## config.mk

```make
export PLATFORM = sky130hd
export DESIGN_NAME = miller_rabin_prime_test_64
export DESIGN_NICKNAME = d
export VERILOG_FILES = /design/src/design/mrpt_pkg.sv /design/src/design/mrpt_mulmod.sv /design/src/design/miller_rabin_prime_test_64.sv
export VERILOG_INCLUDE_DIRS = /design/src /design/src/design
export SDC_FILE = /design/constraint.sdc
export NUM_CORES = 2
export LEC_CHECK = 0
export ABC_CLOCK_PERIOD_IN_PS = 12200
export BUFFER_PORTS_ARGS = -buffer_cell sky130_fd_sc_hd__buf_2
export CAP_MARGIN = 20
export CORE_ASPECT_RATIO = 1.5
export CORE_MARGIN = 2
export CORE_UTILIZATION = 65
export DETAILED_ROUTE_END_ITERATION = 12
export GPL_TIMING_DRIVEN = 0
export MAX_ROUTING_LAYER = met4
export PLACE_DENSITY_LB_ADDON = 0.1
export SLEW_MARGIN = 20
export SYNTH_ARGS = -nofsm -noshare
export SYNTH_HDL_FRONTEND = slang
export SYNTH_SLANG_ARGS = --single-unit
```

## constraint.sdc

```tcl
create_clock -name clk -period 12.2 [get_ports clk]
set_input_delay 3.66 -clock clk [delete_from_list [all_inputs] [get_ports clk]]
set_output_delay 3.66 -clock clk [all_outputs]
set_load 0.005 [all_outputs]
```

## src/design/miller_rabin_prime_test_64_assert.svh

```systemverilog
// Assertion macros for the primality tester.
// Included by the modules that carry assertions.
`ifndef MILLER_RABIN_PRIME_TEST_64_ASSERT_SVH
`define MILLER_RABIN_PRIME_TEST_64_ASSERT_SVH
`ifndef NO_ASSERTIONS
`define MR_ASSERT_IMP(label, clk, rst_n, pre, post) \
	label: assert property (@(posedge clk) disable iff (!rst_n) (pre) |-> (post)) \
		else $error("assertion failed");
`define MR_ASSERT_NEXT(label, clk, rst_n, pre, post) \
	label: assert property (@(posedge clk) disable iff (!rst_n) (pre) |=> (post)) \
		else $error("assertion failed");
`else
`define MR_ASSERT_IMP(label, clk, rst_n, pre, post)
`define MR_ASSERT_NEXT(label, clk, rst_n, pre, post)
`endif
`endif

```

## src/design/mrpt_pkg.sv

```systemverilog
// Shared types and constants for the primality tester.
// No dependencies.
package mrpt_pkg;
	localparam int Width = 64;
	localparam int NumBases = 25;
	localparam int BitW = $clog2(Width);
	localparam int BaseIdxW = 5;

	typedef logic [Width-1:0] word_t;

	function automatic logic [6:0] base_value(input logic [BaseIdxW-1:0] idx);
		logic [6:0] v;
		case (idx)
			5'd0: v = 7'd2;    5'd1: v = 7'd3;    5'd2: v = 7'd5;    5'd3: v = 7'd7;
			5'd4: v = 7'd11;   5'd5: v = 7'd13;   5'd6: v = 7'd17;   5'd7: v = 7'd19;
			5'd8: v = 7'd23;   5'd9: v = 7'd29;   5'd10: v = 7'd31;  5'd11: v = 7'd37;
			5'd12: v = 7'd41;  5'd13: v = 7'd43;  5'd14: v = 7'd47;  5'd15: v = 7'd53;
			5'd16: v = 7'd59;  5'd17: v = 7'd61;  5'd18: v = 7'd67;  5'd19: v = 7'd71;
			5'd20: v = 7'd73;  5'd21: v = 7'd79;  5'd22: v = 7'd83;  5'd23: v = 7'd89;
			5'd24: v = 7'd97;
			default: v = 7'd2;
		endcase
		return v;
	endfunction
endpackage

```

## src/design/mrpt_mulmod.sv

```systemverilog
// Bit-serial modular multiplier: one double-and-add step per cycle.
// Depends on mrpt_pkg.
module mrpt_mulmod (
	input  logic               clk,
	input  logic               arst_n,
	input  logic               start,
	input  mrpt_pkg::word_t    x,
	input  mrpt_pkg::word_t    y,
	input  mrpt_pkg::word_t    m,
	output logic               done,
	output mrpt_pkg::word_t    prod
);
	logic                       busy_q;
	logic [mrpt_pkg::BitW-1:0]  bit_q;
	mrpt_pkg::word_t            acc_q, x_q, y_q, m_q;
	mrpt_pkg::word_t            dbl, room1, room2, sum2;
	logic                       last;

	// acc = 2*acc mod m, then + x mod m if the bit is set
	always_comb begin
		room1 = m_q - acc_q;
		dbl   = (acc_q >= room1) ? (acc_q - room1) : (acc_q + acc_q);
		room2 = m_q - x_q;
		sum2  = (dbl >= room2) ? (dbl - room2) : (dbl + x_q);
	end
	assign last = (bit_q == '0);

	always_ff @(posedge clk or negedge arst_n) begin
		if (!arst_n) begin
			busy_q <= 1'b0;
			bit_q  <= '0;
			done   <= 1'b0;
		end else begin
			done <= 1'b0;
			if (start) begin
				busy_q <= 1'b1;
				bit_q  <= mrpt_pkg::BitW'(mrpt_pkg::Width - 1);
			end else if (busy_q) begin
				bit_q <= bit_q - 1'b1;
				if (last) begin
					busy_q <= 1'b0;
					done   <= 1'b1;
				end
			end
		end
	end

	always_ff @(posedge clk) begin
		if (start) begin
			acc_q <= '0;
			x_q   <= x;
			y_q   <= y;
			m_q   <= m;
		end else if (busy_q) begin
			acc_q <= y_q[bit_q] ? sum2 : dbl;
		end
	end
	assign prod = acc_q;

	`include "miller_rabin_prime_test_64_assert.svh"
	`MR_ASSERT_NEXT(a_done_pulse, clk, arst_n, done, !done)
	`MR_ASSERT_NEXT(a_start_busy, clk, arst_n, start, busy_q && !done)
	`MR_ASSERT_IMP(a_done_idle, clk, arst_n, done, !busy_q)
endmodule

```

## src/design/miller_rabin_prime_test_64.sv

```systemverilog
// Top level of the 64-bit deterministic Miller-Rabin primality tester.
// Depends on mrpt_pkg and mrpt_mulmod.
//
//  channel | signals                              | direction
//  input   | in_valid, in_stall, candidate[63:0]  | beat in
//  output  | out_valid, out_stall, is_prime       | beat out
//
// One beat at a time; in_stall is high from acceptance until the result is taken.
// Each modular product runs on the shared serial multiplier; the sequencer passes
// through ST_PSTEP for each exponent bit and through ST_SQ for each witness square;
// inputs below 4 go straight from ST_IDLE to ST_OUT.
// Reset clears the sequencer; no clearing pass. out_stall only holds the result.
module miller_rabin_prime_test_64 (
	input  logic        clk,
	input  logic        arst_n,
	input  logic        in_valid,
	output logic        in_stall,
	input  logic [63:0] candidate,
	output logic        out_valid,
	input  logic        out_stall,
	output logic        is_prime
);
	localparam logic [3:0] ST_IDLE  = 4'd0;
	localparam logic [3:0] ST_SPLIT = 4'd1;
	localparam logic [3:0] ST_BASE  = 4'd2;
	localparam logic [3:0] ST_PSTEP = 4'd3;
	localparam logic [3:0] ST_PMUL  = 4'd4;
	localparam logic [3:0] ST_PSQ   = 4'd5;
	localparam logic [3:0] ST_CHECK = 4'd6;
	localparam logic [3:0] ST_SQ    = 4'd7;
	localparam logic [3:0] ST_SQW   = 4'd8;
	localparam logic [3:0] ST_OUT   = 4'd9;

	logic [3:0]                      state_q;
	mrpt_pkg::word_t                 n_q, nm1_q, d_q, e_q, b_q, acc_q;
	logic [mrpt_pkg::BitW-1:0]       s_q, r_q;
	logic [mrpt_pkg::BaseIdxW-1:0]   idx_q;
	logic                            res_q;
	logic                            mul_start, mul_done;
	mrpt_pkg::word_t                 mul_x, mul_y, mul_p;
	mrpt_pkg::word_t                 base_w;

	assign base_w = mrpt_pkg::word_t'(mrpt_pkg::base_value(idx_q));

	mrpt_mulmod u_mul (
		.clk(clk), .arst_n(arst_n), .start(mul_start),
		.x(mul_x), .y(mul_y), .m(n_q), .done(mul_done), .prod(mul_p)
	);

	always_comb begin
		mul_start = 1'b0;
		mul_x = b_q;
		mul_y = b_q;
		case (state_q)
			ST_PSTEP: begin
				// odd bit: acc * b first; even bit: straight to the square
				mul_start = (e_q != '0);
				mul_x = e_q[0] ? acc_q : b_q;
				mul_y = b_q;
			end
			ST_PMUL: begin
				mul_start = mul_done;
			end
			ST_SQ: begin
				mul_start = 1'b1;
				mul_x = acc_q;
				mul_y = acc_q;
			end
			default: ;
		endcase
	end

	assign in_stall  = (state_q != ST_IDLE);
	assign out_valid = (state_q == ST_OUT);
	assign is_prime  = res_q;

	always_ff @(posedge clk or negedge arst_n) begin
		if (!arst_n) begin
			state_q <= ST_IDLE;
		end else begin
			case (state_q)
				ST_IDLE: if (in_valid) begin
					if (candidate < 64'd4) state_q <= ST_OUT;
					else state_q <= ST_SPLIT;
				end
				ST_SPLIT: if (d_q[0]) state_q <= ST_BASE;
				ST_BASE: begin
					if (base_w == n_q) state_q <= ST_OUT;
					else state_q <= ST_PSTEP;
				end
				ST_PSTEP: begin
					if (e_q == '0) state_q <= ST_CHECK;
					else if (e_q[0]) state_q <= ST_PMUL;
					else state_q <= ST_PSQ;
				end
				ST_PMUL: if (mul_done) state_q <= ST_PSQ;
				ST_PSQ: if (mul_done) state_q <= ST_PSTEP;
				ST_CHECK: begin
					if (acc_q == 64'd1 || acc_q == nm1_q) begin
						if (idx_q == mrpt_pkg::BaseIdxW'(mrpt_pkg::NumBases - 1))
							state_q <= ST_OUT;
						else state_q <= ST_BASE;
					end else if (r_q >= s_q) begin
						state_q <= ST_OUT;
					end else begin
						state_q <= ST_SQ;
					end
				end
				ST_SQ: state_q <= ST_SQW;
				ST_SQW: if (mul_done) state_q <= ST_CHECK;
				ST_OUT: if (!out_stall) state_q <= ST_IDLE;
				default: state_q <= ST_IDLE;
			endcase
		end
	end

	// datapath; pow_mod's square launch shares the unit after the conditional multiply
	always_ff @(posedge clk) begin
		case (state_q)
			ST_IDLE: begin
				n_q   <= candidate;
				nm1_q <= candidate - 64'd1;
				d_q   <= candidate - 64'd1;
				s_q   <= '0;
				idx_q <= '0;
				res_q <= (candidate == 64'd2) || (candidate == 64'd3);
			end
			ST_SPLIT: if (!d_q[0]) begin
				d_q <= d_q >> 1;
				s_q <= s_q + 1'b1;
			end
			ST_BASE: begin
				res_q <= 1'b1;
				b_q   <= base_w;
				e_q   <= d_q;
				acc_q <= 64'd1;
				r_q   <= mrpt_pkg::BitW'(1);
			end
			ST_PMUL: if (mul_done) acc_q <= mul_p;
			ST_PSQ: if (mul_done) begin
				b_q <= mul_p;
				e_q <= e_q >> 1;
			end
			ST_CHECK: begin
				if (acc_q == 64'd1 || acc_q == nm1_q) idx_q <= idx_q + 1'b1;
				else if (r_q >= s_q) res_q <= 1'b0;
				// after a square, a result of 1 can no longer reach n-1
			end
			ST_SQW: if (mul_done) begin
				acc_q <= (mul_p == 64'd1) ? 64'd0 : mul_p;
				r_q   <= r_q + 1'b1;
			end
			default: ;
		endcase
	end

	`include "miller_rabin_prime_test_64_assert.svh"
	`MR_ASSERT_IMP(a_out_only_done, clk, arst_n, out_valid, in_stall)
	`MR_ASSERT_NEXT(a_hold_res, clk, arst_n, out_valid && out_stall, out_valid && $stable(is_prime))
	`MR_ASSERT_NEXT(a_accept_busy, clk, arst_n, in_valid && !in_stall, in_stall)
endmodule
```

==> out/qor.yml <==
fin_skew_ns: 0.0391
clock_insertion_delay_worst_skew_ns: 0.69
finalNetCount: 5788
synth_top_area_share_pct: 35.8
h_tree_lvl_count: 2
ys_types: 105
worst_hold_slack_ns: 0.456
max_slew.worst_pin.slew_ns: 1.47
area.sequential_um2: 19600
totalWireLength_um: 202000
syn2layout_area_growth_pct: 9.74
power-per-cell-area_nw_per_um2: 85.1
yosys_warning_total: 0
async_reset_ff_share_pct: 1.77
slew_headroom_pct: 0.796
filler_cell_count: 5294
detail_route.first_pass.iterations: 8
grt_antenna_before_repair: 7
fin_crit_sh_pct: 99.0
clock.fmax_mhz: 82.8
seq_area_frac_synth_pct: 39.3
critPathMaxStageDelay_ns: 0.48
grt_pass1_vias: 45000
ir_drop_uv: 140
first_iter_violations: 6569
mappedNetlistArea_um2: 49800
final_max_slew_viol_count: 0
crit_path_top_delay_cell: "sky130_fd_sc_hd__o21ai_1"
start_util_pct: 65.5
num_io_pins: 71
hold_buffers_post_cts: 0
quantity_of_i_o_buffers_inserted_on_ports: 70
critical_path_peak_fanout: 10
final_cell_area_um2: 54600
synthDominantAreaCellType: "sky130_fd_sc_hd__edfxtp_1"
ctsRootBufferMaster: "sky130_fd_sc_hd__clkbuf_16"
setup_viol_count_final: 0
syn_area_per_cell_um2: 9.49
netlist_top_cells_area: "sky130_fd_sc_hd__edfxtp_1 36%, sky130_fd_sc_hd__ha_1 8.1%, sky130_fd_sc_hd__a21oi_1 5.2%"
criticalPathCategory: "register to register"
min-delay-path-class: "register to register"
grt_max_degree: 96
synth-seq-cells: 677
post-route-drc-count: 0
detailedPlacementHpwl_um: 151000
cp.buffers_inverters: 6
postSynthCellCount: 5248
floorplan.rows: 124
layout_common_cells: "594 x sky130_fd_sc_hd__edfxtp_1, 498 x sky130_fd_sc_hd__a21oi_1, 429 x sky130_fd_sc_hd__nor2_1"
synth_enable_flop_cells: 594
crit_start_category: "register"
die_boundary_width_um: 230
grt_overflow_total: 0
hold_violations: 0
synth_flop_cell: "sky130_fd_sc_hd__edfxtp_1"
detail_route.vias_per_cell: 7.24
critPathCaptureType: "register"
cts-buffers-inserted: 60
top_family_by_delay_on_critical_path: "compound AO/OA/AOI/OAI gates"
postSynthNetCount: 5643
critPathArrivalTime_ns: 12.59
layout-drive-gt1-share_pct: 11.6
failed_checks: "capacitance limit"
track_usage_pct: 51.6
power_leakage_nw: 19.9
clk_pin_slew_worst_setup_hold_paths_ns: 0.07
period_minus_slack_ns: 12.08
cts_tree: "done"
antenna_violating_nets_post_route: 0
ctsLongestPathBuffers: 3
clock_sinks: 677
area_of_the_die_um2: 78900
combined_area_of_the_multi_input_logic_cells_um2: 29100
grt_first_pass_wirelength_um: 291000
fp.coreArea_um2: 76000
postPlaceCellArea_um2: 51800
gpl.final_weighted_congestion: 1.11
setup_total_negative_slack_ns: 0
timing.critical_path.required_ns: 12.71
commonest_non_fill_non_tap_cell_in_the_layout: "sky130_fd_sc_hd__edfxtp_1"
run_status: "complete, but fails checks"
die_h_um: 343
max_cap_violations: 1
routedWlPerCell_um: 31.3
via_count: 46800
routing by layer:
metal  routed length [um]  global-route usage [%]  part of all wire [%]
met4                23000                    42.8                    11
met1                66700                    59.8                    33
met2                86100                    76.5                    43
met3                26300                    11.5                    13
met5                    0                       -                     0
final timing paths:
path	endpoint	slack, ns	cells after the start	from
max in group asynchronous	u_mul.busy_q	9.00	1	arst_n
min in group asynchronous	u_mul.bit_q[5]	2.91	1	arst_n
min	u_mul.m_q[19]	0.46	0	n_q[19]
max reg2reg	u_mul.prod[48]	0.12	48	u_mul.m_q[0]
max	u_mul.prod[48]	0.12	48	u_mul.m_q[0]
min reg2reg	u_mul.m_q[19]	0.46	0	n_q[19]
kinds of logic after synthesis:
logic type	after synthesis	synth area share, %
AOI/OAI and AO/OA	1434	18.3
xor gates and xnor gates	432	7.60
adders and majority gates	339	8.51
buffers and inverters	457	3.59
DFF	677	39.3
muxes	259	6.26
and+or+nand+nor	1650	16.5
flip-flops by register name, summed over array words and instances (netlist names), 5 cells and up:
name,count
acc_q,64
u_mul.x_q,64
n_q,64
r_q,6
u_mul.prod,64
nm1_q,64
u_mul.y_q,64
base_w,7
u_mul.bit_q,6
e_q,64
b_q,64
d_q,64
idx_q,5
u_mul.m_q,64
s_q,6
cells in the mapped netlist, drive strengths merged (110+ instances only):
cell type  number
a21oi         522
nor2          433
nor4          110
xnor2         192
o21ai         274
xor2          240
nor3          164
mux2          208
edfxtp        594
a21o          161
nand2         361
clkbuf        171
ha            324
inv           243
stage by stage:
stage	power, mW	cells	utilization, %	setup WS [ns]
after floorplan	2.57	5248	-	2.11
after global placement	2.60	6326	67.6	-4.30
after detailed placement	2.60	6344	68.2	-4.29
after CTS	4.60	6457	71.3	0.00653
after global routing	4.68	6457	71.9	-0.0224
final	4.65	6460	71.9	0.121
final cells by class:
type / count / area share (%)
Clock buffer: 68 / 2.84
Multi-Input combinational cell: 4114 / 53.2
Antenna cell: 9 / 0.0412
Inverter: 244 / 1.69
Clock inverter: 44 / 0.996
Sequential cell: 677 / 35.8
Buffer: 200 / 1.73
Tap cell: 1008 / 2.31
Timing Repair Buffer: 96 / 1.42
power breakdown:
group	switching (mW)	total [mW]	leakage [nW]	internal, mW
registers	0	2.49	5.14	2.49
clock network	0.970	2.09	1.00	1.12
logic	0.0459	0.0670	13.8	0.0211
total	1.02	4.65	19.9	3.63
repair_timing:
item                                    in CTS  in global routing
pin swaps                                    2                 17
endpoints found under the setup margin      64                 64
setup buffers                                2                  6
resized for setup                           70                109
Power figures use the tool's default switching activity.
